$ cat config.mk
export PLATFORM = sky130hd
export DESIGN_NAME = swk_cordic_cell
export DESIGN_NICKNAME = d
export VERILOG_FILES = /design/src/hdl/swk_pkg.sv /design/src/hdl/swk_cordic_cell.sv
export SDC_FILE = /design/constraint.sdc
export NUM_CORES = 1
export LEC_CHECK = 0
export BUFFER_PORTS_ARGS = -buffer_cell sky130_fd_sc_hd__buf_4
export CAP_MARGIN = 40
export CORE_MARGIN = 2
export CORE_UTILIZATION = 40
export DETAILED_ROUTE_END_ITERATION = 12
export HOLD_SLACK_MARGIN = 0.06
export PLACE_DENSITY = 0.69
export SYNTH_ARGS = -nofsm -noshare
export SYNTH_HDL_FRONTEND = slang
export SYNTH_SLANG_ARGS = --single-unit
$ cat constraint.sdc
create_clock -name clk -period 1.4 [get_ports clk]
set_clock_uncertainty 0.15 [all_clocks]
set_input_delay 0.14 -clock clk [delete_from_list [all_inputs] [get_ports clk]]
set_output_delay 0.14 -clock clk [all_outputs]
set_load 0.005 [all_outputs]
$ cat src/hdl/swk_pkg.sv
// Shared types and constants for the swerve wheel kinematics unit.
// Command and result item structs, CORDIC cell record, arctangent table.
// No dependencies.
package swk_pkg;

	// CORDIC depth, clipped to the size of the arctangent table
	localparam int CORDIC_STAGES = 16;
	localparam int MAX_STAGES    = 24;
	localparam int NUM_CELLS     = (CORDIC_STAGES > MAX_STAGES) ? MAX_STAGES : CORDIC_STAGES;
	localparam int STAGE_W       = 5;

	// spacing of accepted items; one wheel enters the chain per cycle
	localparam int ITEM_CYCLES = 4;
	// accept edge to result edge: front end, cells, back end, wheel issue, output register
	localparam int LATENCY = NUM_CELLS + 9;

	localparam logic [14:0] COS45_Q15    = 15'd23170;
	localparam logic [31:0] INV_GAIN_Q32 = 32'd2608131496;
	localparam logic [31:0] ANGLE_PI     = 32'h8000_0000;

	// config register indexes
	localparam logic REG_WHEEL_DISTANCE = 1'b0;
	localparam logic REG_INV_RADIUS     = 1'b1;

	localparam logic [15:0] WHEEL_DISTANCE_RST = 16'd4634;
	localparam logic [15:0] INV_RADIUS_RST     = 16'd5120;

	// wheel indexes
	localparam logic [1:0] WHEEL_FL = 2'd0;
	localparam logic [1:0] WHEEL_RL = 2'd1;
	localparam logic [1:0] WHEEL_RR = 2'd2;
	localparam logic [1:0] WHEEL_FR = 2'd3;

	typedef struct packed {
		logic signed [15:0] linear_x;
		logic signed [15:0] linear_y;
		logic signed [15:0] angular_z;
	} swk_cmd_t;

	typedef struct packed {
		logic signed [15:0] steer_front_left;
		logic signed [15:0] steer_rear_left;
		logic signed [15:0] steer_rear_right;
		logic signed [15:0] steer_front_right;
		logic [15:0]        speed_front_left;
		logic [15:0]        speed_rear_left;
		logic [15:0]        speed_rear_right;
		logic [15:0]        speed_front_right;
	} swk_result_t;

	// one wheel vector in flight through the CORDIC chain
	typedef struct packed {
		logic               valid;
		logic               zero;
		logic [1:0]         wheel;
		logic signed [31:0] x;
		logic signed [31:0] y;
		logic [31:0]        z;
	} swk_cell_t;

	// atan(2^-i) as a 32-bit binary angle
	function automatic logic [31:0] atan_angle(input logic [STAGE_W-1:0] i);
		logic [31:0] a;
		case (i)
			5'd0:    a = 32'h20000000;
			5'd1:    a = 32'h12E4051E;
			5'd2:    a = 32'h09FB385B;
			5'd3:    a = 32'h051111D4;
			5'd4:    a = 32'h028B0D43;
			5'd5:    a = 32'h0145D7E1;
			5'd6:    a = 32'h00A2F61E;
			5'd7:    a = 32'h00517C55;
			5'd8:    a = 32'h0028BE53;
			5'd9:    a = 32'h00145F2F;
			5'd10:   a = 32'h000A2F98;
			5'd11:   a = 32'h000517CC;
			5'd12:   a = 32'h00028BE6;
			5'd13:   a = 32'h000145F3;
			5'd14:   a = 32'h0000A2FA;
			5'd15:   a = 32'h0000517D;
			5'd16:   a = 32'h000028BE;
			5'd17:   a = 32'h0000145F;
			5'd18:   a = 32'h00000A30;
			5'd19:   a = 32'h00000518;
			5'd20:   a = 32'h0000028C;
			5'd21:   a = 32'h00000146;
			5'd22:   a = 32'h000000A3;
			5'd23:   a = 32'h00000051;
			default: a = 32'h00000000;
		endcase
		return a;
	endfunction

endpackage

$ cat src/hdl/swk_cordic_cell.sv
// One CORDIC vectoring micro-rotation with its output register.
// Depends on swk_pkg.
module swk_cordic_cell (
	input  logic                        clk,
	input  logic                        arst_n,
	input  logic [swk_pkg::STAGE_W-1:0] stage,
	input  swk_pkg::swk_cell_t          vec_in,
	output swk_pkg::swk_cell_t          vec_out
);
	import swk_pkg::*;

	logic signed [31:0] dx;
	logic signed [31:0] dy;
	logic [31:0]        ang;
	swk_cell_t          rot_q;

	assign dx  = vec_in.y >>> stage;
	assign dy  = vec_in.x >>> stage;
	assign ang = atan_angle(stage);

	always_ff @(posedge clk or negedge arst_n) begin
		if (!arst_n) begin
			rot_q <= '0;
		end else begin
			rot_q.valid <= vec_in.valid;
			rot_q.zero  <= vec_in.zero;
			rot_q.wheel <= vec_in.wheel;
			if (vec_in.y >= 0) begin
				rot_q.x <= vec_in.x + dx;
				rot_q.y <= vec_in.y - dy;
				rot_q.z <= vec_in.z + ang;
			end else begin
				rot_q.x <= vec_in.x - dx;
				rot_q.y <= vec_in.y + dy;
				rot_q.z <= vec_in.z - ang;
			end
		end
	end

	assign vec_out = rot_q;

endmodule

After elaboration in Yosys (flattened, before gate mapping)
Memories as Yosys holds them, arrays and structs flattened.
Cells that the tools add are included.
{"block": "word_totals", "reg_bits": 100, "romBits": 960, "in_bits": 107, "output_inout_bits": 100, "elab_cells": 17, "memories": 1}
{"block": "op_classes", "addsub": 6, "magnitude_cmp": 1, "shift": 2, "mux": 1}
{"name": "(no name shown)", "words": 32, "width": 30, "read_ports": 1, "rd_clocked_by_memory_dff": 0, "wr": 0, "line_no": "swk_pkg.sv:64", "source": "case (i)"}
{"cell": "adder 32 bit", "count": 3}
{"cell": "two-way mux 96 bit", "count": 1}
{"cell": "subtractor 32 bit", "count": 3}
{"cell": ">>> shifter 32 x 5 -> 32 bit", "count": 2}
{"cell": "greater-or-equal comparator 32 x 1 -> 1 bit, second input constant", "count": 1}

Logic depth before layout (Yosys ltp)
{"block": "logic_depth", "word_depth": 3, "depth_mapped": 26, "mapped_depth_nobuf": 21}

Least setup slack after synthesis
No wires, ideal clock.
{"block": "synth_path", "path_kind": "in2reg", "from": "input stage[1] (netlist name)", "to": "register rot_q (netlist bit vec_out[31])", "setup_ns": 0.080, "arrival_time_ns": 5.490, "required_time_ns": 1.170, "slack_ns": -4.320, "path_stages": 25, "path_buffers": 6, "cell_sequence": "buf_4 > clkinv_1 > buf_2 > buf_2 > buf_2 > ha_1 > clkbuf_1 > nand2_1 > a31oi_1 > o32ai_1 > nor4_2 > nand4_1 > or3_1 > nand2_1 > xor2_1 > ha_1 > clkbuf_1 > a21o_1 > a221o_1 > a21o_1 > a21o_1 > a2111oi_0 > o31ai_1 > a21oi_1 > xnor2_1"}
{"block": "synth_between", "elab_chain_len": 3, "word_cells_on_any_way": 4, "cone_classes": "add/sub: 2; mux: 1; memory: 1"}
{"item": "from (decl)", "line_no": "swk_cordic_cell.sv:6", "source": "input logic [swk_pkg::STAGE_W-1:0] stage,"}
{"item": "memory read (32 x 30 bit) (*)"}
{"item": "subtractor 32 bit / adder 32 bit (equally long branches)", "line_no": "swk_cordic_cell.sv:35, swk_cordic_cell.sv:31"}
{"item": "two-way mux 96 bit (*)", "line_no": "swk_cordic_cell.sv:28", "source": "if (vec_in.y >= 0) begin"}
{"item": "to (decl)", "line_no": "swk_cordic_cell.sv:15", "source": "swk_cell_t rot_q;"}
Every way passes the cells marked *; elsewhere a longest branch is shown, timed or not.

Worst setup path after layout
{"block": "layout_path", "from": "input stage[0] (netlist name)", "to": "register rot_q (netlist bit vec_out[94])"}
{"block": "layout_between", "elab_chain_len": 3, "word_cells_on_any_way": 4, "cone_classes": "add/sub: 2; shift: 1; mux: 1"}
{"item": ">>> shifter 32 x 5 -> 32 bit (*)", "line_no": "swk_cordic_cell.sv:17", "source": "assign dx = vec_in.y >>> stage;"}
{"item": "subtractor 32 bit / adder 32 bit (equally long branches)", "line_no": "swk_cordic_cell.sv:33, swk_cordic_cell.sv:29"}
{"item": "two-way mux 96 bit (*)", "line_no": "swk_cordic_cell.sv:28"}
Marks and branches as above.

==> impl_metrics.tcl <==
set metrics [dict create \
    fin_nets 2899 \
    syn_area_um2 14200 \
    cts.sinks 100 \
    wl_per_cell_um 22.6 \
    max_cap_viol_count 0 \
    yosys_warnings 0 \
    cts_max_level 3 \
    cp_top_family "compound AO/OA/AOI/OAI gates" \
    netlist_instances 1629 \
    vias_per_cell 5.82 \
    slew_headroom_pct 43.2 \
    final_cell_count_no_fill 3132 \
    cts_buffers 9 \
    synth_top_family_by_area "compound AO/OA/AOI/OAI gates" \
    met3_usage_pct 5.58 \
    register_area_um2 2500 \
    synthToLayoutAreaGrowth_pct 84.5 \
    synth_ff_type "dfrtp_1" \
    largest_reg_flops 100 \
    synthArstFlopShare_pct 100 \
    cts_root_buf "clkbuf_16" \
    setup_viol 96 \
    hold_slack_ns -0.183 \
    layout_setup_ws_ns -3.29 \
    final_hold_viol_count 3 \
    drcViolationCount 0 \
    path_class "input port to flop" \
    clk_path_buf_depth 2 \
    period_minus_slack_ns 4.69 \
    cp.arrival_ns 4.87 \
    synth_edf_count 0 \
    grt_overflow 0 \
    num_rows 68 \
    synth_xor_area_share_pct 10.1 \
    synthSimpleGateAreaFrac_pct 15.3 \
    wirelength_um 70900 \
    top_usage_layer "met2" \
    cts_tree "done" \
    grt_pass1_wl_um 104000 \
    place_inst 2949 \
    synth_adder_area_share_pct 10.7 \
    pin_count 207 \
    die_h_um 192 \
    ys_seq_elements 100 \
    finalWeightedCongestion 1.03 \
    leakage_nw 11.9 \
    cpMaxStageDelayCell "nor4b_4" \
    die-area_um2 37000 \
    drive_above_1_share_pct 59.5 \
    fmax_mhz 213 \
    dp_hpwl_um 53000 \
    syn_nets 1856 \
    required_ns 1.58 \
    vdd_ir_drop_max_mv 0.952 \
    violations "negative hold slack, negative setup slack" \
    dr.pass1.iters 5 \
    grt_use_met2_pct 58.6 \
    status "finished, violations left" \
    port_buffers 206 \
    crit_top_cell "buf_4" \
    rsz0062_at_grt "yes" \
    ys_types 101 \
    setup_tns_ns -249.16 \
    synthMuxAreaShare_pct 16.4 \
    die_w_um 192 \
    slew_viol_final 0 \
    ant_nets 0 \
    syn-mean-instance-area_um2 8.70 \
    clkSlewWorstSetupHoldPaths_ns 0.07 \
    crit_path_max_fanout 8 \
    synth-compound-area-share_pct 25.1 \
    critPathMaxStageDelay_ns 0.39 \
    grt_pass1_vias 18300 \
    synth_seq_area_share_pct 17.7 \
    cellPowerDensity_nw_per_um2 954 \
    grt_start_max_net_pins 101 \
    fin_crit_sh_pct 335 \
    insertedDiodeCount 0 \
    vias 18200 \
    initial_core_util_pct 40.8 \
    core_um2 34700 \
    crit_path_end_kind "flop" \
    worstMarginPinSlew_ns 0.852 \
    hp-class "input port to flop" \
    track_usage_pct 36.7 \
    nFillCells 2367 \
    start_kind "input port" \
    cts_hold_buf 7 \
    grt_antenna_before_repair 0 \
    multiInputGateArea_um2 13300 \
    power_mw 24.9 \
    dr.first_iter.drc_count 1719 \
    grt_use_met1_pct 49.1 \
    worst-path-buf-inv 6 \
]
power breakdown:
group	leakage, nW	internal (mW)	switching, mW
clock	0.150	1.44	1.33
sequential	1.16	4.01	0.349
combinational	10.6	9.62	8.19
total	11.9	15.1	9.87
cells in the mapped netlist, types with 22 or more instances:
cell      instances  share of area [%]
a21oi_1         130                4.6
a211oi_1         27                1.4
mux2_2           24                1.9
nand3_1          46                1.6
xor2_1           59                3.6
dfrtp_1         100                 18
clkbuf_1         42                1.1
ha_1            117                 10
mux2i_1          43                3.0
inv_1            49                1.3
nand2_1         128                3.4
a21o_1           38                2.0
nor2_1          122                3.2
xnor2_1         104                6.4
a31oi_1          22               0.97
o21ai_0         100                3.5
o211ai_1         22                1.2
mux4_2           68                 11
through the flow:
step / setup slack [ns] / hold WS, ns / cell area [um^2] / util [%]
global placement: -3.90 / 0.0775 / 22100 / 63.7
floorplan: -3.44 / -0.306 / 14900 / -
CTS: -3.14 / -0.185 / 24600 / 70.8
global route: -3.52 / -0.181 / 26200 / 75.3
finish: -3.29 / -0.183 / 26200 / 75.3
detailed placement: -3.93 / 0.0950 / 22100 / 63.7
worst paths after layout:
kind                            from                     to  cells past startpoint
min in group asynchronous     arst_n  vec_out[77]$_DFF_PN0_                      3
hold / removal             vec_in[0]   vec_out[0]$_DFF_PN0_                      2
max in group asynchronous     arst_n  vec_out[22]$_DFF_PN0_                      3
setup / recovery            stage[0]  vec_out[94]$_DFF_PN0_                     25
cells by family after synthesis:
| kind of cell | after synthesis |
|---|---|
| compound gates | 532 |
| xor+xnor | 163 |
| fa+ha+maj | 120 |
| buf+inv | 143 |
| flops | 100 |
| mux | 140 |
| simple gates | 431 |
area by class of cell:
class,instances,area share (%)
Multi-Input combinational cell,1386,51.0
Clock buffer,11,0.928
Inverter,52,0.837
Clock inverter,5,0.234
Tap cell,455,2.18
Sequential cell,100,9.57
Timing Repair Buffer,1123,35.2
cells in the final DEF (no fill, tap or decap), drive strengths merged, types with 19 or more instances in the layout:
master,instances
mux2i,43
o31ai,20
buf,1116
nor2,122
a22oi,20
ha,117
nand2,129
a31oi,22
inv,49
mux2,27
xor2,59
xnor2,104
dfrtp,100
nand3,48
nor3,20
a21o,38
a211oi,28
o21ai,111
a21oi,131
mux4,70
o21a,19
o211ai,23
layer usage:
layer	share of wire (%)	up-vias
li1	-	8266
met1	42	8908
met2	46	886
met3	7.9	176
met4	4.3	0
met5	0	-
repair_timing:
action | in CTS | in global routing
resized for setup | 311 | 227
pin swaps | 158 | 205
setup endpoints to repair | 96 | 96
gates cloned | 3 | 0
setup buffers | 98 | 93
hold endpoints to repair | 124 | 8
Note: power is estimated with default switching activity, not from simulation.
