==> src/hdl/swk_pkg.sv <==
// Shared types and constants for the swerve wheel kinematics unit.
// Command and result item structs, CORDIC cell record, arctangent table.
// No dependencies.
package swk_pkg;

	// CORDIC depth, clipped to the size of the arctangent table
	localparam int CORDIC_STAGES = 16;
	localparam int MAX_STAGES    = 24;
	localparam int NUM_CELLS     = (CORDIC_STAGES > MAX_STAGES) ? MAX_STAGES : CORDIC_STAGES;
	localparam int STAGE_W       = 5;

	// spacing of accepted items; one wheel enters the chain per cycle
	localparam int ITEM_CYCLES = 4;
	// accept edge to result edge: front end, cells, back end, wheel issue, output register
	localparam int LATENCY = NUM_CELLS + 9;

	localparam logic [14:0] COS45_Q15    = 15'd23170;
	localparam logic [31:0] INV_GAIN_Q32 = 32'd2608131496;
	localparam logic [31:0] ANGLE_PI     = 32'h8000_0000;

	// config register indexes
	localparam logic REG_WHEEL_DISTANCE = 1'b0;
	localparam logic REG_INV_RADIUS     = 1'b1;

	localparam logic [15:0] WHEEL_DISTANCE_RST = 16'd4634;
	localparam logic [15:0] INV_RADIUS_RST     = 16'd5120;

	// wheel indexes
	localparam logic [1:0] WHEEL_FL = 2'd0;
	localparam logic [1:0] WHEEL_RL = 2'd1;
	localparam logic [1:0] WHEEL_RR = 2'd2;
	localparam logic [1:0] WHEEL_FR = 2'd3;

	typedef struct packed {
		logic signed [15:0] linear_x;
		logic signed [15:0] linear_y;
		logic signed [15:0] angular_z;
	} swk_cmd_t;

	typedef struct packed {
		logic signed [15:0] steer_front_left;
		logic signed [15:0] steer_rear_left;
		logic signed [15:0] steer_rear_right;
		logic signed [15:0] steer_front_right;
		logic [15:0]        speed_front_left;
		logic [15:0]        speed_rear_left;
		logic [15:0]        speed_rear_right;
		logic [15:0]        speed_front_right;
	} swk_result_t;

	// one wheel vector in flight through the CORDIC chain
	typedef struct packed {
		logic               valid;
		logic               zero;
		logic [1:0]         wheel;
		logic signed [31:0] x;
		logic signed [31:0] y;
		logic [31:0]        z;
	} swk_cell_t;

	// atan(2^-i) as a 32-bit binary angle
	function automatic logic [31:0] atan_angle(input logic [STAGE_W-1:0] i);
		logic [31:0] a;
		case (i)
			5'd0:    a = 32'h20000000;
			5'd1:    a = 32'h12E4051E;
			5'd2:    a = 32'h09FB385B;
			5'd3:    a = 32'h051111D4;
			5'd4:    a = 32'h028B0D43;
			5'd5:    a = 32'h0145D7E1;
			5'd6:    a = 32'h00A2F61E;
			5'd7:    a = 32'h00517C55;
			5'd8:    a = 32'h0028BE53;
			5'd9:    a = 32'h00145F2F;
			5'd10:   a = 32'h000A2F98;
			5'd11:   a = 32'h000517CC;
			5'd12:   a = 32'h00028BE6;
			5'd13:   a = 32'h000145F3;
			5'd14:   a = 32'h0000A2FA;
			5'd15:   a = 32'h0000517D;
			5'd16:   a = 32'h000028BE;
			5'd17:   a = 32'h0000145F;
			5'd18:   a = 32'h00000A30;
			5'd19:   a = 32'h00000518;
			5'd20:   a = 32'h0000028C;
			5'd21:   a = 32'h00000146;
			5'd22:   a = 32'h000000A3;
			5'd23:   a = 32'h00000051;
			default: a = 32'h00000000;
		endcase
		return a;
	endfunction

endpackage

==> src/hdl/swk_back.sv <==
// Back end: angle rounding, gain removal, speed scaling with saturation,
// and collection of four wheels into one result item. Depends on swk_pkg.
module swk_back (
	input  logic                 clk,
	input  logic                 arst_n,
	input  swk_pkg::swk_cell_t   vec_in,
	input  logic [15:0]          inverse_wheel_radius,
	output logic                 done,
	output swk_pkg::swk_result_t result
);
	import swk_pkg::*;

	logic [31:0]        z_rnd;
	logic [31:0]        xc;
	logic [63:0]        m_prod;
	logic               v_s4;
	logic               zero_s4;
	logic [1:0]         wheel_s4;
	logic signed [15:0] angle_s4;
	logic [31:0]        m_s4;
	logic [47:0]        s_prod;
	logic [23:0]        s_full;
	logic               v_s5;
	logic [1:0]         wheel_s5;
	logic signed [15:0] angle_s5;
	logic [15:0]        speed_s5;
	logic signed [15:0] steer_fl_q, steer_rl_q, steer_rr_q;
	logic [15:0]        speed_fl_q, speed_rl_q, speed_rr_q;
	logic               done_q;
	swk_result_t        result_q;

	assign z_rnd  = vec_in.z + 32'h0000_8000;
	assign xc     = (vec_in.x < 0) ? 32'h0 : 32'(vec_in.x);
	assign m_prod = 64'(xc) * 64'(INV_GAIN_Q32) + 64'h0000_0000_8000_0000;

	always_ff @(posedge clk or negedge arst_n) begin
		if (!arst_n) begin
			v_s4 <= 1'b0;
			v_s5 <= 1'b0;
		end else begin
			v_s4 <= vec_in.valid;
			v_s5 <= v_s4;
		end
	end

	always_ff @(posedge clk) begin
		zero_s4  <= vec_in.zero;
		wheel_s4 <= vec_in.wheel;
		angle_s4 <= vec_in.zero ? 16'sd0 : signed'(z_rnd[31:16]);
		m_s4     <= m_prod[63:32];
	end

	assign s_prod = 48'(m_s4) * 48'(inverse_wheel_radius) + 48'h00_0000_80_0000;
	assign s_full = s_prod[47:24];

	always_ff @(posedge clk) begin
		wheel_s5 <= wheel_s4;
		angle_s5 <= angle_s4;
		if (zero_s4) begin
			speed_s5 <= 16'd0;
		end else if (s_full[23:16] != 8'd0) begin
			speed_s5 <= 16'hFFFF;
		end else begin
			speed_s5 <= s_full[15:0];
		end
	end

	// hold wheels 0..2, release the item when the last wheel lands
	always_ff @(posedge clk) begin
		if (v_s5) begin
			case (wheel_s5)
				WHEEL_FL: begin
					steer_fl_q <= angle_s5;
					speed_fl_q <= speed_s5;
				end
				WHEEL_RL: begin
					steer_rl_q <= angle_s5;
					speed_rl_q <= speed_s5;
				end
				WHEEL_RR: begin
					steer_rr_q <= angle_s5;
					speed_rr_q <= speed_s5;
				end
				default: begin
					result_q.steer_front_left  <= steer_fl_q;
					result_q.steer_rear_left   <= steer_rl_q;
					result_q.steer_rear_right  <= steer_rr_q;
					result_q.steer_front_right <= angle_s5;
					result_q.speed_front_left  <= speed_fl_q;
					result_q.speed_rear_left   <= speed_rl_q;
					result_q.speed_rear_right  <= speed_rr_q;
					result_q.speed_front_right <= speed_s5;
				end
			endcase
		end
	end

	always_ff @(posedge clk or negedge arst_n) begin
		if (!arst_n) begin
			done_q <= 1'b0;
		end else begin
			done_q <= v_s5 && (wheel_s5 == WHEEL_FR);
		end
	end

	assign done   = done_q;
	assign result = result_q;

endmodule

==> config.mk <==
export PLATFORM = sky130hd
export DESIGN_NAME = swk_back
export DESIGN_NICKNAME = d
export VERILOG_FILES = /design/src/hdl/swk_pkg.sv /design/src/hdl/swk_back.sv
export SDC_FILE = /design/constraint.sdc
export NUM_CORES = 2
export LEC_CHECK = 0
export BUFFER_PORTS_ARGS = -buffer_cell sky130_fd_sc_hd__buf_4
export CORE_AREA = 3 3 258 310
export CTS_CLUSTER_SIZE = 24
export DETAILED_ROUTE_END_ITERATION = 6
export DIE_AREA = 0 0 261 313
export PLACE_DENSITY = 0.88
export SYNTH_ARGS = -nofsm -noshare
export SYNTH_HDL_FRONTEND = slang
export SYNTH_SLANG_ARGS = --single-unit
==> constraint.sdc <==
create_clock -name clk -period 6.1 [get_ports clk]
set_input_delay 0.61 -clock clk [delete_from_list [all_inputs] [get_ports clk]]
set_output_delay 0.61 -clock clk [all_outputs]
set_load 0.01 [all_outputs]
After elaboration in Yosys (flattened, before gate mapping) --
Cells that the tools add are included.
Word-level totals: memories 0, memory bits (writable) 0, bits of input ports 118, register bits 312, word-level logic and storage cells 44, output and inout bits 129, bits in latches 0, bits in read-only memories 0
Operators by class: shift-type cells 0, $mul 2, muxes and demuxes 2, $add $sub $neg 3, divide/modulo/power cells 0, order comparisons 1, reduce and logical (&&, ||, !) cells 8, equality and inequality tests 3, bitwise operators 1
Operator list (count):
- 64-bit by 32-bit adder with 64-bit output (second input constant) | 1
- 32-bit by 29-bit multiplier with 61-bit output (second input constant) | 1
- 48-bit by 24-bit adder with 48-bit output (second input constant) | 1
- 32-bit by 16-bit multiplier with 48-bit output | 1
- 32-bit by 16-bit adder with 32-bit output (second input constant) | 1
- 32-bit by 1-bit < comparator with 1-bit output (second input constant) | 1
- 32-bit two-way mux | 1
- 16-bit two-way mux | 1
- 2-bit AND reduction | 4
- 8-bit nonzero test | 1
- 2-bit equality test (second input constant) | 2
- 3-bit OR reduction | 1
- 2-bit by 1-bit equality test with 1-bit output (second input constant) | 1
- 2-bit logical NOT | 1
- 1-bit logical AND | 1
- 1-bit inverter | 1

Depth between registers and ports, before layout --
depth in word-level cells 4, mapped depth 37, mapped depth without buffers 33

Worst setup path after synthesis --
No wires, ideal clock.
kind in2reg, start input port vec_in[95] (netlist name), end register m_s4[31], slack -2.912 ns, library setup time 0.072 ns, data arrival time 8.940 ns, data required time 6.028 ns, path buffers 3, stages on the path 33, path through clkbuf_1 -> clkbuf_1 -> nand2b_1 -> inv_1 -> ha_1 -> fa_1 -> inv_1 -> fa_1 -> fa_1 -> inv_1 -> fa_1 -> fa_1 -> fa_1 -> inv_1 -> fa_1 -> inv_1 -> ha_1 -> buf_4 -> nand2_1 -> or4_4 -> nor4_2 -> nor2_1 -> xnor2_1 -> ha_1 -> nor2b_1 -> o21ai_0 -> a211oi_1 -> nand4_1 -> nor4_2 -> nand4_1 -> o31a_1 -> a211oi_2 -> xnor2_1
On the way: longest elaborated chain between the ends 4
RTL lines:
- start, declared | line swk_back.sv:6 | input swk_pkg::swk_cell_t vec_in,
- 32-bit by 1-bit < comparator with 1-bit output | line swk_back.sv:33 | assign xc = (vec_in.x < 0) ? 32'h0 : 32'(vec_in.x);
- 32-bit two-way mux * | line swk_back.sv:33
- 32-bit by 29-bit multiplier with 61-bit output * | line swk_back.sv:34 | assign m_prod = 64'(xc) * 64'(INV_GAIN_Q32) + 64'h0000_0000_8000_0000;
- 64-bit by 32-bit adder with 64-bit output * | line swk_back.sv:34
- net m_prod[63] | line swk_back.sv:15 | logic [63:0] m_prod;
- end signal, assigned | line swk_back.sv:50 | m_s4 <= m_prod[63:32];
- end, declared | line swk_back.sv:20 | logic [31:0] m_s4;
Mark *: on every way through the listed nets, which the timed path passes. The rest lies on a longest branch. A chain may end at the register's enable or synchronous reset.

Final worst setup path --
Same ends and word-level chain as after synthesis.

==> summary.md <==
| Metric | Value |
|---|---|
| Die width | `261 um` |
| GPL Wtd Cong | `0.978` |
| Ys async rst share | `0.00962` |
| Setup crit end kind | `flip-flop` |
| Worst reg2reg endpoint | `speed_s5[0]` |
| Share of the synthesized area in the top cell type | `0.381` |
| Full die area | `81700 um2` |
| Distinct cells, synth | `86` |
| First-pass GRT wire length | `209 mm` |
| Sequential cell area | `8540 um2` |
| Worst-Skew Late Latency | `0.55 ns` |
| Via density per instance | `5.69` |
| Overall routed net length | `136 mm` |
| Worst-path fanout max | `7` |
| Diodes inserted | `0` |
| I/O Buffers | `199` |
| Clk sink count | `312` |
| Post-Layout Cell Count | `6230` |
| GRT Total Usage | `0.330` |
| Most used DFF post-synth | `edfxtp_1` |
| Clock Tree Buf Depth | `3` |
| Multi-input logic area | `33300 um2` |
| # placed instances | `6112` |
| Number of synthesized flops with an enable pin | `224` |
| Outcome | `complete, but fails checks` |
| ANT nets after route | `0` |
| H-tree depth | `1` |
| Commonest non-fill, non-tap cell in the layout | `inv_1` |
| RSZ-0062 raised after global routing | `yes` |
| Slew headroom | `0.292` |
| Fraction of layout cells with a size suffix above 1 | `0.256` |
| Routed vias | `35400` |
| Vias in the first global route | `39500` |
| Initial Util | `0.580` |
| DR DRC count | `1` |
| Core area | `76800 um2` |
| Hold path cells | `1` |
| Area contributors post-synth | `fa_1, edfxtp_1, ha_1` |
| CP most frequent cell | `fa_1` |
| Critical path arrival | `8.53 ns` |
| WHS | `0.176 ns` |
| Kind of critical path | `in2reg` |
| HP Class | `in2reg` |
| Synthesized Nets | `5803` |
| Hold_sp | `vec_in[96]` |
| Final net count | `6648` |
| Clock tree from TritonCTS | `yes` |
| Worst R2R Setup Slack | `-0.99 ns` |
| Most frequent cells in the layout | `inv_1, buf_4, fa_1` |
| Max_cap viols | `0` |
| Reg2Reg Depth | `25` |
| Post-detail-place hpwl | `107 mm` |
| Gr ovfl total | `0` |
| Worst path required time | `6.52 ns` |
| Critical path's slowest cell | `fa_1` |
| Clock skew | `0.0180 ns` |
| Yosys Warn Count | `0` |
| Clock Pin Slew Worst Setup and Hold Paths | `0.07 ns` |
| Biggest area consumer among synthesized cells | `fa_1` |
| # rows | `111` |
| Failing checks | `design-rule violations, negative setup slack` |
| Chip height | `313 um` |
| Slew @ Worst Pin | `1.06 ns` |
| CTS Root Cell | `clkbuf_16` |
| Yosys reg bits | `312` |
| Mean Syn Cell Area | `10.2 um2` |
| Crit path launch type | `primary input` |
| Final count of hold timing violations | `0` |
| # fillers | `4695` |
| Min Clock Period, post-route | `8.11 ns` |
| Setup violators final | `48` |
| Peak Freq | `0.123 GHz` |
| Mapped Cells | `4350` |
| Ports | `247` |
| CTS Buf Count | `24` |
| Drt first pass iters | `7` |
| Post-Syn Area | `44600 um2` |
| Worst reg2reg path startpoint | `m_s4[25]` |
| Crit path largest cell delay | `0.56 ns` |
| Tcrit/Tclk final | `1.33` |
| WL/cell | `21.8 um` |
| Largest net degree at the start of global routing | `67` |
| Hold path endpoint | `wheel_s4[0]` |
| DRT iter0 DRCs | `3030` |
| Final setup margin | `-2.01 ns` |
| Final Max Tran Viols | `0` |
| Initial antenna violation count | `0` |
| Area growth, synth to finish | `24.4%` |
| Part of the Yosys area used for sequential elements | `0.191` |
==> layer usage <==
| layer | GRT usage | share of wire |
|---|---|---|
| met1 | 0.375 | 0.35 |
| met2 | 0.596 | 0.50 |
| met3 | 0.0454 | 0.072 |
| met4 | 0.185 | 0.079 |
| met5 | 0 | 0 |
==> cells in the mapped netlist, types with 12 or more instances <==
cell type,instances
xnor2_1,59
nand2_1,443
dfxtp_1,85
nand4_1,46
nand3_1,36
xor2_1,48
nor2b_1,29
and3_1,23
clkbuf_1,125
ha_1,486
a21o_1,65
fa_1,849
inv_1,1052
and2_1,201
buf_2,12
nor2_1,118
nand2b_1,30
edfxtp_1,224
nor3_1,25
o21ai_0,66
o21a_1,14
a21oi_1,140
==> flip-flops by register name (all words and copies together) (netlist names), 2 cells and up <==
register,flops
result,128
m_s4,32
angle_s4,16
angle_s5,16
speed_fl_q,16
speed_rl_q,16
speed_rr_q,16
speed_s5,16
steer_fl_q,16
steer_rl_q,16
steer_rr_q,16
wheel_s4,2
wheel_s5,2
==> worst max-delay path by stage <==
| stage | startpoint | to | slack, ns | cells after the start |
|---|---|---|---|---|
| final | vec_in[95] | m_s4[31] | -2.01 | 31 |
| after floorplan | vec_in[95] | m_s4[31] | -2.26 | 33 |
| after global routing | vec_in[95] | m_s4[31] | -2.35 | 33 |
| after global placement | vec_in[95] | m_s4[31] | -2.58 | 35 |
| after CTS | vec_in[95] | m_s4[31] | -1.78 | 28 |
| after detailed placement | vec_in[95] | m_s4[31] | -2.78 | 34 |
==> cell families after synthesis <==
logic type | count (synthesis) | synth area share
simple gates | 1009 | 0.112
mux | 4 | 0.000926
compound gates | 392 | 0.0568
flops | 312 | 0.191
fa+ha+maj | 1335 | 0.518
xor+xnor | 107 | 0.0210
buf+inv | 1191 | 0.101
==> per-stage QoR <==
stage | TNS [ns] | setup WS [ns] | area, um2 | util
2_1_floorplan | -58.85 | -2.26 | 45200 | -
3_3_place_gp | -79.00 | -2.58 | 52600 | 0.685
3_5_place_dp | -86.30 | -2.78 | 52600 | 0.685
4_1_cts | -49.67 | -1.78 | 54700 | 0.712
5_1_grt | -70.30 | -2.35 | 55500 | 0.722
6_report | -59.87 | -2.01 | 55500 | 0.722
==> repair_timing <==
action,4_1_cts,5_1_grt
endpoints found under the setup margin,48,48
resized for setup,230,120
hold endpoints to repair,3,0
pin swaps,90,87
buffers inserted,43,39
hold buffers,1,0
cloned,2,0
==> cell type report <==
cell class	count	share of cell area
clock inverters	15	0.00250
flip-flops and latches	312	0.154
multi-input cells	2847	0.601
clock buffers	29	0.0117
repair buffers	958	0.136
inverters	1052	0.0717
well taps	1017	0.0229
==> critical path: cells and delay by family <==
| kind | cells | cell delay [ns] |
|---|---|---|
| AO/OA/AOI/OAI | 3 | 0.81 |
| XOR/XNOR | 2 | 0.33 |
| adder cells (fa/ha/maj) | 10 | 4.13 |
| buffers and inverters | 7 | 0.79 |
| AND/OR/NAND/NOR | 9 | 1.84 |
Power is left out: the tool's default activity adds up to more than one toggle a clock period on the data nets, which glitch-free logic cannot reach.
