<file path="src/hdl/swk_pkg.sv">
// Shared types and constants for the swerve wheel kinematics unit.
// Command and result item structs, CORDIC cell record, arctangent table.
// No dependencies.
package swk_pkg;

	// CORDIC depth, clipped to the size of the arctangent table
	localparam int CORDIC_STAGES = 16;
	localparam int MAX_STAGES    = 24;
	localparam int NUM_CELLS     = (CORDIC_STAGES > MAX_STAGES) ? MAX_STAGES : CORDIC_STAGES;
	localparam int STAGE_W       = 5;

	// spacing of accepted items; one wheel enters the chain per cycle
	localparam int ITEM_CYCLES = 4;
	// accept edge to result edge: front end, cells, back end, wheel issue, output register
	localparam int LATENCY = NUM_CELLS + 9;

	localparam logic [14:0] COS45_Q15    = 15'd23170;
	localparam logic [31:0] INV_GAIN_Q32 = 32'd2608131496;
	localparam logic [31:0] ANGLE_PI     = 32'h8000_0000;

	// config register indexes
	localparam logic REG_WHEEL_DISTANCE = 1'b0;
	localparam logic REG_INV_RADIUS     = 1'b1;

	localparam logic [15:0] WHEEL_DISTANCE_RST = 16'd4634;
	localparam logic [15:0] INV_RADIUS_RST     = 16'd5120;

	// wheel indexes
	localparam logic [1:0] WHEEL_FL = 2'd0;
	localparam logic [1:0] WHEEL_RL = 2'd1;
	localparam logic [1:0] WHEEL_RR = 2'd2;
	localparam logic [1:0] WHEEL_FR = 2'd3;

	typedef struct packed {
		logic signed [15:0] linear_x;
		logic signed [15:0] linear_y;
		logic signed [15:0] angular_z;
	} swk_cmd_t;

	typedef struct packed {
		logic signed [15:0] steer_front_left;
		logic signed [15:0] steer_rear_left;
		logic signed [15:0] steer_rear_right;
		logic signed [15:0] steer_front_right;
		logic [15:0]        speed_front_left;
		logic [15:0]        speed_rear_left;
		logic [15:0]        speed_rear_right;
		logic [15:0]        speed_front_right;
	} swk_result_t;

	// one wheel vector in flight through the CORDIC chain
	typedef struct packed {
		logic               valid;
		logic               zero;
		logic [1:0]         wheel;
		logic signed [31:0] x;
		logic signed [31:0] y;
		logic [31:0]        z;
	} swk_cell_t;

	// atan(2^-i) as a 32-bit binary angle
	function automatic logic [31:0] atan_angle(input logic [STAGE_W-1:0] i);
		logic [31:0] a;
		case (i)
			5'd0:    a = 32'h20000000;
			5'd1:    a = 32'h12E4051E;
			5'd2:    a = 32'h09FB385B;
			5'd3:    a = 32'h051111D4;
			5'd4:    a = 32'h028B0D43;
			5'd5:    a = 32'h0145D7E1;
			5'd6:    a = 32'h00A2F61E;
			5'd7:    a = 32'h00517C55;
			5'd8:    a = 32'h0028BE53;
			5'd9:    a = 32'h00145F2F;
			5'd10:   a = 32'h000A2F98;
			5'd11:   a = 32'h000517CC;
			5'd12:   a = 32'h00028BE6;
			5'd13:   a = 32'h000145F3;
			5'd14:   a = 32'h0000A2FA;
			5'd15:   a = 32'h0000517D;
			5'd16:   a = 32'h000028BE;
			5'd17:   a = 32'h0000145F;
			5'd18:   a = 32'h00000A30;
			5'd19:   a = 32'h00000518;
			5'd20:   a = 32'h0000028C;
			5'd21:   a = 32'h00000146;
			5'd22:   a = 32'h000000A3;
			5'd23:   a = 32'h00000051;
			default: a = 32'h00000000;
		endcase
		return a;
	endfunction

endpackage

</file>
<file path="src/hdl/swk_front.sv">
// Front end: command accept, turn offset r = wz * d*cos45, wheel issue and
// pre-rotation into the CORDIC chain. Depends on swk_pkg.
module swk_front (
	input  logic                clk,
	input  logic                arst_n,
	input  logic                start,
	output logic                busy,
	input  swk_pkg::swk_cmd_t   cmd,
	input  logic [15:0]         wheel_distance,
	output swk_pkg::swk_cell_t  vec_out
);
	import swk_pkg::*;

	logic [1:0]         busy_cnt_q;
	logic               accept;
	logic [16:0]        a_q;
	logic [30:0]        a_prod;
	logic [31:0]        a_sum;
	logic               v_s1;
	swk_cmd_t           cmd_s1;
	logic signed [33:0] r_prod;
	logic signed [33:0] r_sum;
	logic signed [15:0] vx_s2;
	logic signed [15:0] vy_s2;
	logic signed [17:0] r_s2;
	logic               issue_q;
	logic [1:0]         wsel_q;
	logic signed [18:0] wx;
	logic signed [18:0] wy;
	logic signed [31:0] px;
	logic signed [31:0] py;
	swk_cell_t          pre_s3;

	assign accept = start & ~busy;
	assign busy   = (busy_cnt_q != 2'd0);

	always_ff @(posedge clk or negedge arst_n) begin
		if (!arst_n) begin
			busy_cnt_q <= 2'd0;
		end else if (accept) begin
			busy_cnt_q <= 2'(ITEM_CYCLES - 1);
		end else if (busy) begin
			busy_cnt_q <= busy_cnt_q - 2'd1;
		end
	end

	// d*cos45, follows the register; the user must change config only while idle, the block does not enforce it
	assign a_prod = 31'(wheel_distance) * 31'(COS45_Q15);
	assign a_sum  = 32'(a_prod) + 32'h0000_4000;

	always_ff @(posedge clk) begin
		a_q <= a_sum[31:15];
	end

	always_ff @(posedge clk or negedge arst_n) begin
		if (!arst_n) begin
			v_s1 <= 1'b0;
		end else begin
			v_s1 <= accept;
		end
	end

	always_ff @(posedge clk) begin
		if (accept) begin
			cmd_s1 <= cmd;
		end
	end

	assign r_prod = 34'(cmd_s1.angular_z) * 34'(signed'({1'b0, a_q}));
	assign r_sum  = r_prod + 34'sd8192;

	always_ff @(posedge clk) begin
		if (v_s1) begin
			vx_s2 <= cmd_s1.linear_x;
			vy_s2 <= cmd_s1.linear_y;
			r_s2  <= r_sum[31:14];
		end
	end

	// wheel sequencer: one wheel per cycle, FL, RL, RR, FR in turn
	always_ff @(posedge clk or negedge arst_n) begin
		if (!arst_n) begin
			issue_q <= 1'b0;
			wsel_q  <= WHEEL_FL;
		end else if (v_s1) begin
			issue_q <= 1'b1;
			wsel_q  <= WHEEL_FL;
		end else if (issue_q) begin
			wsel_q <= wsel_q + 2'd1;
			if (wsel_q == WHEEL_FR) begin
				issue_q <= 1'b0;
			end
		end
	end

	// left wheels see -r on x, front-left and front-right see +r on y
	always_comb begin
		if (wsel_q == WHEEL_FL || wsel_q == WHEEL_RL) begin
			wx = 19'(vx_s2) - 19'(r_s2);
		end else begin
			wx = 19'(vx_s2) + 19'(r_s2);
		end
		if (wsel_q == WHEEL_FL || wsel_q == WHEEL_FR) begin
			wy = 19'(vy_s2) + 19'(r_s2);
		end else begin
			wy = 19'(vy_s2) - 19'(r_s2);
		end
		px = 32'(wx) <<< 12;
		py = 32'(wy) <<< 12;
	end

	always_ff @(posedge clk or negedge arst_n) begin
		if (!arst_n) begin
			pre_s3 <= '0;
		end else begin
			pre_s3.valid <= issue_q;
			pre_s3.zero  <= (wx == 19'sd0) && (wy == 19'sd0);
			pre_s3.wheel <= wsel_q;
			if (px < 0) begin
				pre_s3.x <= -px;
				pre_s3.y <= -py;
				pre_s3.z <= ANGLE_PI;
			end else begin
				pre_s3.x <= px;
				pre_s3.y <= py;
				pre_s3.z <= 32'h0;
			end
		end
	end

	assign vec_out = pre_s3;

endmodule

</file>
<file path="config.mk">
export PLATFORM = sky130hd
export DESIGN_NAME = swk_front
export DESIGN_NICKNAME = d
export VERILOG_FILES = /design/src/hdl/swk_pkg.sv /design/src/hdl/swk_front.sv
export SDC_FILE = /design/constraint.sdc
export NUM_CORES = 1
export LEC_CHECK = 0
export BUFFER_PORTS_ARGS = -buffer_cell sky130_fd_sc_hd__buf_2
export CAP_MARGIN = 20
export CORE_ASPECT_RATIO = 1.75
export CORE_MARGIN = 2
export CORE_UTILIZATION = 50
export CTS_CLUSTER_DIAMETER = 50
export DETAILED_ROUTE_END_ITERATION = 10
export PLACE_DENSITY = 0.68
export REMOVE_ABC_BUFFERS = 1
export SYNTH_ARGS = -nofsm -noshare
export SYNTH_HDL_FRONTEND = slang
export SYNTH_SLANG_ARGS = --single-unit
</file>
<file path="constraint.sdc">
create_clock -name clk -period 16.7 [get_ports clk]
set_input_delay 2.505 -clock clk [delete_from_list [all_inputs] [get_ports clk]]
set_output_delay 2.505 -clock clk [all_outputs]
set_load 0.1 [all_outputs]
</file>
### Yosys cells after proc, flatten, opt, wreduce, memory -nomap -nowiden

Index checks and enable logic that the tools add are counted.
W data, S select, Z words.

| operators by class | value |
|---|---|
| bitwise gates (word level) | 2 |
| $mul | 2 |
| $add $sub $neg | 10 |
| mux-type cells | 10 |
| reductions and logical operators | 9 |
| magnitude comparators | 1 |
| equal/unequal tests | 2 |

Operators with widths:

| cell | count |
|---|---|
| $mux W96 | 1 |
| $neg A31 Y32 | 2 |
| $add A16 B18 Y19 | 2 |
| $logic_not A19 Y1 | 2 |
| $mux W19 | 2 |
| $sub A16 B18 Y19 | 2 |
| $add A31 B15 Y32 const B | 1 |
| $add A32 B15 Y32 const B | 1 |
| $mul A16 B18 Y32 | 1 |
| $lt A31 B1 Y1 const B | 1 |
| $mul A16 B14 Y30 const B | 1 |
| $mux W2 | 4 |
| $reduce_bool A2 Y1 | 3 |
| $mux W1 | 3 |
| $add A2 B1 Y2 const B | 1 |
| $eq A2 B1 Y1 const B | 1 |
| $eq A2 B2 Y1 const B | 1 |
| $logic_not A2 Y1 | 1 |
| $logic_or A1 B1 Y1 | 2 |
| $sub A2 B1 Y2 const B | 1 |
| $and A1 B1 Y1 | 1 |
| $logic_and A1 B1 Y1 | 1 |
| $not A1 Y1 | 1 |

| word-level totals | value |
|---|---|
| flip-flop bits (word level) | 221 |
| output and inout bits | 101 |

### Logic depth before layout (Yosys ltp)

Gate-level depths: netlist of run 1.

| logic depth | value |
|---|---|
| depth after elaboration | 5 |
| gate-level depth with buffers | 25 |
| depth with buffers taken out | 22 |

### Least setup slack after synthesis of run 1

Ideal clock, no wire load.

| timing | value |
|---|---|
| path type | input to register |
| start | input wheel_distance[1] |
| end | register a_q[15] |
| stages | 21 |
| library setup time | 125 ps |
| arrival | 8089 ps |
| slack | 8486 ps |
| path buffers | 1 |
| cells stage by stage | ha_1 -> inv_1 -> fa_1 -> inv_1 -> fa_1 -> fa_1 -> ha_1 -> inv_1 -> fa_1 -> inv_1 -> ha_1 -> buf_6 -> a21o_1 -> a21o_1 -> a221o_2 -> a211oi_1 -> xor2_1 -> or4_4 -> nor4_1 -> mux2i_1 -> xnor2_1 |

| on the way | value |
|---|---|
| longest elaborated chain between the ends | 2 |

RTL lines:

| element | RTL line | RTL |
|---|---|---|
| start: declaration | swk_front.sv:9 | `input logic [15:0] wheel_distance,` |
| $mul A16 B14 Y30 | swk_front.sv:48 | `assign a_prod = 31'(wheel_distance) * 31'(COS45_Q15);` |
| $add A31 B15 Y32 | swk_front.sv:49 | `assign a_sum = 32'(a_prod) + 32'h0000_4000;` |
| net a_sum[30] | swk_front.sv:18 | `logic [31:0] a_sum;` |
| end signal: assignment | swk_front.sv:52 | `a_q <= a_sum[31:15];` |
| end: declaration | swk_front.sv:16 | `logic [16:0] a_q;` |

The timed path passes the listed nets, and every way through them passes these cells.
A chain may end at the register's enable or synchronous reset.

### Worst setup path in the final report of run 1

Ends and elaborated chain as after synthesis.

==> run_results.csv, run 1 <==
group,metric,value,unit
timing,period_share,49.9,%
logic_synthesis,async_flop_share,30.7,%
critical_path,worstSetupPathType,"primary input to flip-flop",
floorplanning,start_util,50.6,%
timing,fin_crit,8340,ps
hold_path,min_path_cells,0,
critical_path,startpoint_type,"primary input",
place,io_buffers,112,
route,drtIter0Drc,642,
grt,grt_pass1_wl,77900,um
layout,area_growth_syn_to_layout,6.73,%
layout,layout_commonest_cell,"inv_1",
clocking,ctsLongestPathBuffers,2,
timing,rsz0062_at_grt,"false",
route,dr.pass1.iters,5,
clocking,root_buffer,"clkbuf_16",
clocking,cts_resized,0,
logic_synthesis,avgSynthCellArea,9.62,sq um
floorplanning,die_x,159,um
logic_synthesis,synth_seq_area_share,21.7,%
timing,slew_viol_final,0,
clocking,post_cts_buffers,0,
grt,grt_max_degree,47,
layout,layout.nets,2830,
critical_path,endpoint_kind,"flip-flop",
floorplanning,core_region_area,41600,sq um
grt,overflow,0,
timing,maxSlewHeadroom,28.5,%
timing,setup_ws,8360,ps
floorplanning,rows,99,
hold_path,hold_path_class,"flip-flop to flip-flop",
floorplanning,die_area,43800,sq um
place,dpl.hpwl,39300,um
clocking,cts.sinks,166,
clocking,clock_latency,450,ps
layout,drive_gt1_share,7.48,%
timing,tightestPinTransition,1070,ps
grt,antenna_found_initial,0,
floorplanning,boundaryPins,168,
timing,fin_setup_tns,0,ps
clocking,cts_tree,"done",
critical_path,cp_data_required_time,17090,ps
logic_synthesis,yosysUniqueCellTypes,82,
logic_synthesis,synth-edff-count,98,
critical_path,crit_fanout,9,
logic_synthesis,postSynthCellCount,2188,
timing,hold_violations,0,
logic_synthesis,yosysWarnings,0,
floorplanning,die_h,275,um
layout,nFillCells,3794,
route,num_vias,15128,
logic_synthesis,ys_ff_latch,166,
place,dp_slack,7900,ps
place,gp_congestion,0.899,
logic_synthesis,syn_area,21100,sq um
route,ant_nets,0,
critical_path,rr_worst_depth,20,
job,max-cap-violations,0,
layout,mostFrequentLayoutCells,"inv_1, fa_1, ha_1",
status,outcome,"completed",
timing,skew,13.1,ps
layout,final_util,54.0,%
critical_path,cp.arrival,8720,ps
layout,num_antenna_cells,0,
route,drcViolationCount,0,
timing,fmax,120,MHz
grt,grt_use_total,22.2,%
route,avgViaCountPerCell,5.35,
logic_synthesis,ys.flop_type,"edfxtp_1",
clocking,clk_pin_slew_worst_paths,70,ps
timing,setup_violations,0,
route,wl_per_cell,16.5,um
clocking,cts-htree-levels,4,
clocking,cts_hold_buffers,0,
grt,grt_pass1_vias,16585,
route,wl,46800,um
clocking,cts_made_buffers,17,
==> metrics by stage <==
step | std cells | cell area (sq um) | hold slack, ps
4_1_cts | 2827 | 22500 | 422
5_1_grt | 2827 | 22500 | 428
3_3_place_gp | 2794 | 21900 | 401
6_report | 2827 | 22500 | 419
3_5_place_dp | 2795 | 21900 | 405
2_1_floorplan | 2122 | 20600 | 397
==> final cells by class <==
cell class / instances / area (sq um) / area share [%]
multi-input combinational: 1563 / 14500 / 64.7
sequential: 166 / 4560 / 20.3
inverter: 393 / 1480 / 6.57
tap: 555 / 694 / 3.09
timing repair buffer: 118 / 618 / 2.75
clock buffer: 17 / 425 / 1.89
clock inverter: 15 / 151 / 0.674
==> cell families (layout without fill, tap and decap cells) <==
logic type                 count (synthesis)  in the layout  synth area share (%)
AOI/OAI and AO/OA                        277            277                  9.14
xor gates and xnor gates                 136            136                  5.66
adders and majority gates                504            504                  38.9
buffers and inverters                    514            543                  10.2
DFF                                      166            166                  21.7
muxes                                      8              8                 0.380
other                                      1             56                0.0178
and+or+nand+nor                          582            582                  14.0
==> critical path, stage by stage <==
cell and delay [ps]:
buf_2 120, ha_1 350, inv_1 80, fa_1 530
inv_1 50, fa_1 510, fa_1 500, ha_1 290
inv_1 50, fa_1 490, inv_1 40, ha_1 400
a21o_1 230, a21o_1 210, a221o_2 470, a211oi_1 270
xor2_1 160, or4_4 600, nor4_1 450, mux2i_1 270
xnor2_1 130
==> routing by layer <==
metal  part of all wire (%)  vias up  wire length [um]  global-route usage [%]
met3                    2.5      115              1160                    2.48
met1                     35     7511             16200                    20.9
li1                       -     7185                 -                       -
met5                      0        -                 0                       0
met2                     59      317             27400                    46.7
met4                    4.2        0              1950                    10.8
==> cells in the mapped netlist, types with 17 or more instances <==
library cell  number  area share, %
a21o_1            29            1.0
a21oi_1           59            1.4
a31oi_1           21           0.62
and2_1           129            3.8
buf_4             56            2.0
clkbuf_1          61            1.1
dfrtp_1           51            6.1
dfxtp_1           17            1.6
edfxtp_1          98             14
fa_1             252             24
ha_1             252             15
inv_1            391            7.0
nand2_1          207            3.7
nand3_1           30           0.71
nor2_1            71            1.3
nor3_1            40           0.95
o21ai_0           40           0.95
o31ai_1           18           0.64
xnor2_1           81            3.4
xor2_1            55            2.3
==> flip-flops by register name, summed over array words and instances (netlist names) <==
signal,cells
issue_q,1
a_q,17
cmd_s1,48
busy_cnt_q,2
wsel_q,2
vy_s2,16
vec_out,45
r_s2,18
v_s1,1
vx_s2,16
==> path summary, 6_finish.rpt <==
check | startpoint | endpoint | slack, ps
max in group asynchronous | arst_n | v_s1$_DFF_PN0_ | 14210
min | cmd_s1[16]$_DFFE_PP_ | vy_s2[0]$_DFFE_PP_ | 420
max reg2reg | cmd_s1[15]$_DFFE_PP_ | r_s2[16]$_DFFE_PP_ | 9820
min reg2reg | cmd_s1[16]$_DFFE_PP_ | vy_s2[0]$_DFFE_PP_ | 420
max | wheel_distance[1] | a_q[15]$_DFF_P_ | 8360
min in group asynchronous | arst_n | busy_cnt_q[1]$_DFFE_PN0P_ | 1950
Power of run 1 is not shown: default switching activity piles up to over one toggle a cycle in this logic, so the estimate is an artifact.
==> inputs of run 2 (changes only) <==
- clock period: 16.7 -> 8.6 ns (I/O delays scaled with it)
==> run 2 against run 1 <==
Effect of this change:
- global-route usage rose by 0.078 points
- worst setup slack worse by 6900 ps
- core utilization about the same
- final cell count unchanged
- first-iteration DRC count shrank 1.2%
- critical path type unchanged
- critical endpoint unchanged
==> run_results.csv, run 2 (synthesized netlist as in run 1, its figures left out) <==
group,metric,value,unit
timing,setup_violations,0,
grt,grt_max_degree,47,
timing,slew_viol_final,0,
critical_path,cp.arrival,7520,ps
grt,grt_pass1_vias,16612,
floorplanning,boundaryPins,168,
clocking,cts_tree,"done",
layout,area_growth_syn_to_layout,6.76,%
place,io_buffers,112,
critical_path,endpoint_kind,"flip-flop",
grt,grt_use_total,22.3,%
layout,num_antenna_cells,0,
floorplanning,die_area,43800,sq um
clocking,post_cts_buffers,0,
layout,multi_input_area,14500,sq um
critical_path,cp_top_family,"adder cells",
layout,top_register,"cmd_s1",
route,avgViaCountPerCell,5.42,
layout,layout_commonest_cell,"inv_1",
timing,fmax,140,MHz
timing,rsz0062_at_grt,"false",
job,max-cap-violations,0,
floorplanning,die_h,275,um
layout,final_util,54.0,%
critical_path,crit_buf_inv,5,
floorplanning,core_region_area,41600,sq um
layout,seq_area,4560,sq um
clocking,cts_made_buffers,17,
place,dpl.hpwl,39600,um
route,wl_per_cell,16.7,um
clocking,clk_pin_slew_worst_paths,70,ps
clocking,clock_latency,460,ps
timing,maxSlewHeadroom,33.8,%
clocking,root_buffer,"clkbuf_16",
timing,hold_violations,0,
grt,grt_pass1_wl,78300,um
hold_path,hold_path_class,"flip-flop to flip-flop",
clocking,ctsLongestPathBuffers,2,
grt,use_met2,46.5,%
timing,fin_crit,7130,ps
timing,skew,14.3,ps
route,dr.pass1.iters,5,
layout,largest_reg_flops,48,
timing,timing.hold.ws,420,ps
route,num_vias,15327,
clocking,cts-htree-levels,4,
grt,overflow,0,
grt,grt_use_met3,1.80,%
critical_path,worstSetupPathType,"primary input to flip-flop",
critical_path,startpoint_type,"primary input",
grt,use_met1,21.0,%
floorplanning,start_util,50.6,%
route,ant_nets,0,
clocking,cts.sinks,166,
route,drcViolationCount,0,
critical_path,cp_data_required_time,8990,ps
grt,top_usage_layer,"met2",
place,gp_congestion,0.897,
critical_path,cpPeakStageDelay,600,ps
route,wl,47300,um
critical_path,slowest_stage,"or4_4",
floorplanning,die_x,159,um
layout,mostFrequentLayoutCells,"inv_1, fa_1, ha_1",
grt,antenna_found_initial,0,
clocking,cts_hold_buffers,0,
critical_path,crit_fanout,9,
layout,drive_gt1_share,7.48,%
timing,tightestPinTransition,990,ps
route,drtIter0Drc,634,
status,outcome,"completed",
layout,nFillCells,3823,
timing,fin_setup_tns,0,ps
clocking,cts_resized,0,
layout,layout.nets,2830,
timing,period_share,82.9,%
critical_path,path_cells,"buf_2, ha_1, inv_1, fa_1, inv_1, fa_1, fa_1, ha_1, inv_1, fa_1, inv_1, ha_1, a21o_1, a21o_1, a221o_2, a211oi_1, xor2_1, or4_4, nor4_1, mux2i_1, xnor2_1",
floorplanning,rows,99,
==> run 2: final timing paths <==
path | from | end | slack, ps | cells past startpoint
worst max-delay path | wheel_distance[1] | a_q[15]$_DFF_P_ | 1470 | 21
worst min-delay path | cmd_s1[16]$_DFFE_PP_ | vy_s2[0]$_DFFE_PP_ | 420 | 0
worst max register to register | cmd_s1[15]$_DFFE_PP_ | r_s2[16]$_DFFE_PP_ | 1680 | 20
worst min register to register | cmd_s1[16]$_DFFE_PP_ | vy_s2[0]$_DFFE_PP_ | 420 | 0
max in group asynchronous | arst_n | vec_out[44]$_DFF_PN0_ | 7340 | 2
min in group asynchronous | arst_n | busy_cnt_q[1]$_DFFE_PN0P_ | 730 | 1
==> run 2: cell type report <==
class,instances,share of cell area [%]
multi-input combinational,1563,64.7
sequential,166,20.3
timing repair buffer,118,2.75
clock buffer,17,1.89
tap,555,3.09
clock inverter,15,0.696
inverter,393,6.56
==> run 2: per-layer routing <==
layer / up-vias / share of wire, %
met1: 7606 / 34
met4: 0 / 5.1
li1: 7202 / -
met3: 132 / 2.9
met2: 387 / 58
met5: - / 0
==> run 2: through the flow <==
step | cell area (sq um) | std cells | setup WS (ps)
2_1_floorplan | 20600 | 2122 | 1600
3_3_place_gp | 21900 | 2794 | 1050
3_5_place_dp | 21900 | 2795 | 977
4_1_cts | 22500 | 2827 | 1470
5_1_grt | 22500 | 2827 | 1190
6_report | 22500 | 2827 | 1470
==> run 2: worst reg2reg max path, cell delays in order, from the launching register on <==
cell and delay, ps:
edfxtp_1 680, clkinv_1 530, nor2_1 310, fa_1 460, fa_1 540, fa_1 530, fa_1 520, fa_1 540
inv_1 60, fa_1 520, inv_1 40, ha_1 370, a21o_1 220, a21oi_1 140, nor2_1 50, nor2_1 250
nor2_1 100, nor3_1 140, o21a_1 350, o31ai_1 150, xor2_1 160
Power of run 2 is left out for the same reason.
==> inputs of run 3 (changes only) <==
- ABC_AREA: not set -> 1
- PLACE_DENSITY: 0.68 -> 0.71
- clock period: 8.6 -> 6.5 ns (I/O delays scaled with it)
==> run 3 against run 2 <==
Effect of this change:
- critical path depth grew 2
- sequential share of layout area down 1.4 points
- first-iteration DRC count rose by 63%
- via count rose by 22%
- design area grew 7.6%
- final cell count grew 26%
- core utilization decreased by 0.089 points
- worst setup slack got worse by 1300 ps
- register-to-register slack got worse by 1500 ps
- clock skew up 1.1 ps
- flip-flop and latch count unchanged
- critical path type is now flip-flop to flip-flop
- critical endpoint is now r_s2[13]$_DFFE_PP_
==> run_results.csv, run 3 <==
group,metric,value,unit
status,outcome,"completed",
route,drtIter0Drc,1032,
critical_path,endpoint_kind,"flip-flop",
timing,skew,15.4,ps
critical_path,r2r-start,"cmd_s1[7]$_DFFE_PP_",
floorplanning,die_h,285,um
floorplanning,die_area,46900,sq um
logic_synthesis,yosysUniqueCellTypes,46,
place,gp_congestion,1.01,
critical_path,cp.arrival,6550,ps
timing,fin_crit,6320,ps
critical_path,cpMostUsedCell,"nand2_1",
route,dr.pass1.iters,7,
critical_path,slowest_stage,"edfxtp_1",
logic_synthesis,ys.flop_type,"edfxtp_1",
timing,slew_viol_final,0,
floorplanning,core_region_area,44800,sq um
route,drcViolationCount,0,
route,wl,62400,um
logic_synthesis,synth_top_area_share,22.4,%
logic_synthesis,synth-edff-count,98,
route,avgViaCountPerCell,5.22,
logic_synthesis,yosysWarnings,0,
layout,area_growth_syn_to_layout,7.24,%
timing,period_share,97.2,%
timing,hold_violations,0,
layout,final_util,53.9,%
timing,rsz0062_at_grt,"false",
layout,layout.nets,3552,
logic_synthesis,postSynthCellCount,2886,
place,dpl.hpwl,52700,um
clocking,root_buffer,"clkbuf_16",
critical_path,rr_worst_depth,23,
clocking,clock_latency,470,ps
critical_path,worstSetupPathType,"flip-flop to flip-flop",
critical_path,crit_fanout,12,
critical_path,reg2reg_to,"r_s2[13]$_DFFE_PP_",
logic_synthesis,synth.area.top_cells,"fa_1, ha_1, edfxtp_1",
timing,setup_violations,0,
logic_synthesis,synth_seq_area_share,20.2,%
layout,num_antenna_cells,0,
layout,largest_reg_flops,48,
layout,mostFrequentLayoutCells,"nand2_1, inv_1, fa_1, ha_1, nor2_1",
timing,fmax,158,MHz
logic_synthesis,yosysTopAreaCell,"fa_1",
floorplanning,die_x,165,um
job,max-cap-violations,0,
logic_synthesis,async_flop_share,30.7,%
grt,overflow,0,
critical_path,cp_data_required_time,6730,ps
critical_path,path_cells,"nand2_1, fa_1, inv_1, fa_1, inv_1, fa_1, inv_1, fa_1, fa_1, inv_1, fa_1, inv_1, ha_1, a21oi_1, o21ai_0, a21oi_1, nand2_1, nand2_1, nand2_1, nand2_1, nand2_1, nand2_1, nand2_1",
logic_synthesis,syn_area,22500,sq um
floorplanning,start_util,50.3,%
route,num_vias,18631,
logic_synthesis,synth_common_cells,"nand2_1, inv_1, fa_1, ha_1, nor2_1",
critical_path,rrSetupSlack,180,ps
grt,grt_pass1_vias,19623,
clocking,clk_pin_slew_worst_paths,80,ps
grt,grt_use_total,27.2,%
critical_path,startpoint_type,"flip-flop",
clocking,cts-htree-levels,4,
layout,drive_gt1_share,7.88,%
floorplanning,rows,103,
clocking,cts_made_buffers,17,
timing,maxSlewHeadroom,49.9,%
layout,layout_commonest_cell,"nand2_1",
logic_synthesis,ys_ff_latch,166,
route,wl_per_cell,17.5,um
timing,tightestPinTransition,751,ps
route,ant_nets,0,
clocking,cts.sinks,166,
grt,antenna_found_initial,0,
grt,grt_max_degree,52,
logic_synthesis,avgSynthCellArea,7.81,sq um
clocking,cts_tree,"done",
layout,top_register,"cmd_s1",
clocking,ctsLongestPathBuffers,2,
critical_path,cpPeakStageDelay,780,ps
floorplanning,boundaryPins,168,
place,io_buffers,112,
grt,grt_pass1_wl,96900,um
hold_path,hold_path_class,"primary input to async pin",
timing,fin_setup_tns,0,ps
logic_synthesis,yosysMostFrequentCell,"nand2_1",
==> run 3: cell types whose count changed in the layout (fill, tap and decap cells not counted), moves of 24 or more <==
cell	delta
nand2_1	+537
inv_1	+285
and2_1	-123
nand3_1	+83
nor2_1	+71
xnor2_1	-56
a21oi_1	+39
o21ai_0	+39
a21o_1	-29
buf_4	+25
nor3_1	-24
==> run 3: timing repair <==
| item | 4_1_cts | 5_1_grt |
|---|---|---|
| hold buffers | 0 | 0 |
| resized for setup | 0 | 1 |
| buffers inserted | 0 | 6 |
| setup endpoints to repair | 0 | 4 |
==> run 3: how the worst max path moves through the flow <==
stage	from	to	slack, ps	depth (start not counted)
after detailed placement	cmd_s1[9]$_DFFE_PP_	r_s2[13]$_DFFE_PP_	200	23
after floorplan	cmd_s1[15]$_DFFE_PP_	r_s2[10]$_DFFE_PP_	910	21
after global placement	cmd_s1[9]$_DFFE_PP_	r_s2[13]$_DFFE_PP_	310	23
after global routing	cmd_s1[7]$_DFFE_PP_	r_s2[13]$_DFFE_PP_	7	23
final	cmd_s1[7]$_DFFE_PP_	r_s2[13]$_DFFE_PP_	180	23
after CTS	cmd_s1[9]$_DFFE_PP_	r_s2[13]$_DFFE_PP_	200	23
==> run 3: final cells by class <==
class / instances / area (sq um)
Timing Repair Buffer: 143 / 806
Inverter: 682 / 2560
Fill cell: 4191 / 20700
Sequential cell: 166 / 4560
Multi-Input combinational cell: 1971 / 14900
Tap cell: 577 / 722
Clock buffer: 19 / 433
Clock inverter: 13 / 164
==> run 3: kinds of logic (layout without fill, tap and decap cells) <==
kind of cell	after synthesis	after routing	share of synthesized area, %
buf+inv	804	857	14.5
flops	166	166	20.2
fa+ha+maj	504	504	36.4
compound gates	206	206	4.86
other cells	1	56	0.0166
simple gates	1126	1126	21.0
xor+xnor	79	79	3.10
==> run 3: layer usage <==
| metal | track usage, % | vias up | share of wire (%) |
|---|---|---|---|
| li1 | - | 8847 | - |
| met1 | 22.4 | 8782 | 30 |
| met2 | 54.1 | 686 | 57 |
| met3 | 3.07 | 316 | 3.7 |
| met4 | 23.7 | 0 | 10 |
| met5 | 0 | - | 0 |
==> run 3: critical path, delay by kind of cell, from the launching register on <==
family / cells / cell delay [ps]
fa+ha+maj: 7 / 3410
simple gates: 8 / 970
flops: 1 / 780
compound gates: 3 / 650
buf+inv: 5 / 250
==> run 3: stage by stage <==
stage          setup slack, ps  std cells  area [sq um]  hold WS, ps
2_1_floorplan              910       2819         22000          389
3_3_place_gp               307       3532         23500          403
3_5_place_dp               202       3532         23500          405
4_1_cts                    196       3564         24100          422
5_1_grt                   6.60       3571         24200          358
6_report                   182       3571         24200          358
Power of run 3 is left out for the same reason.
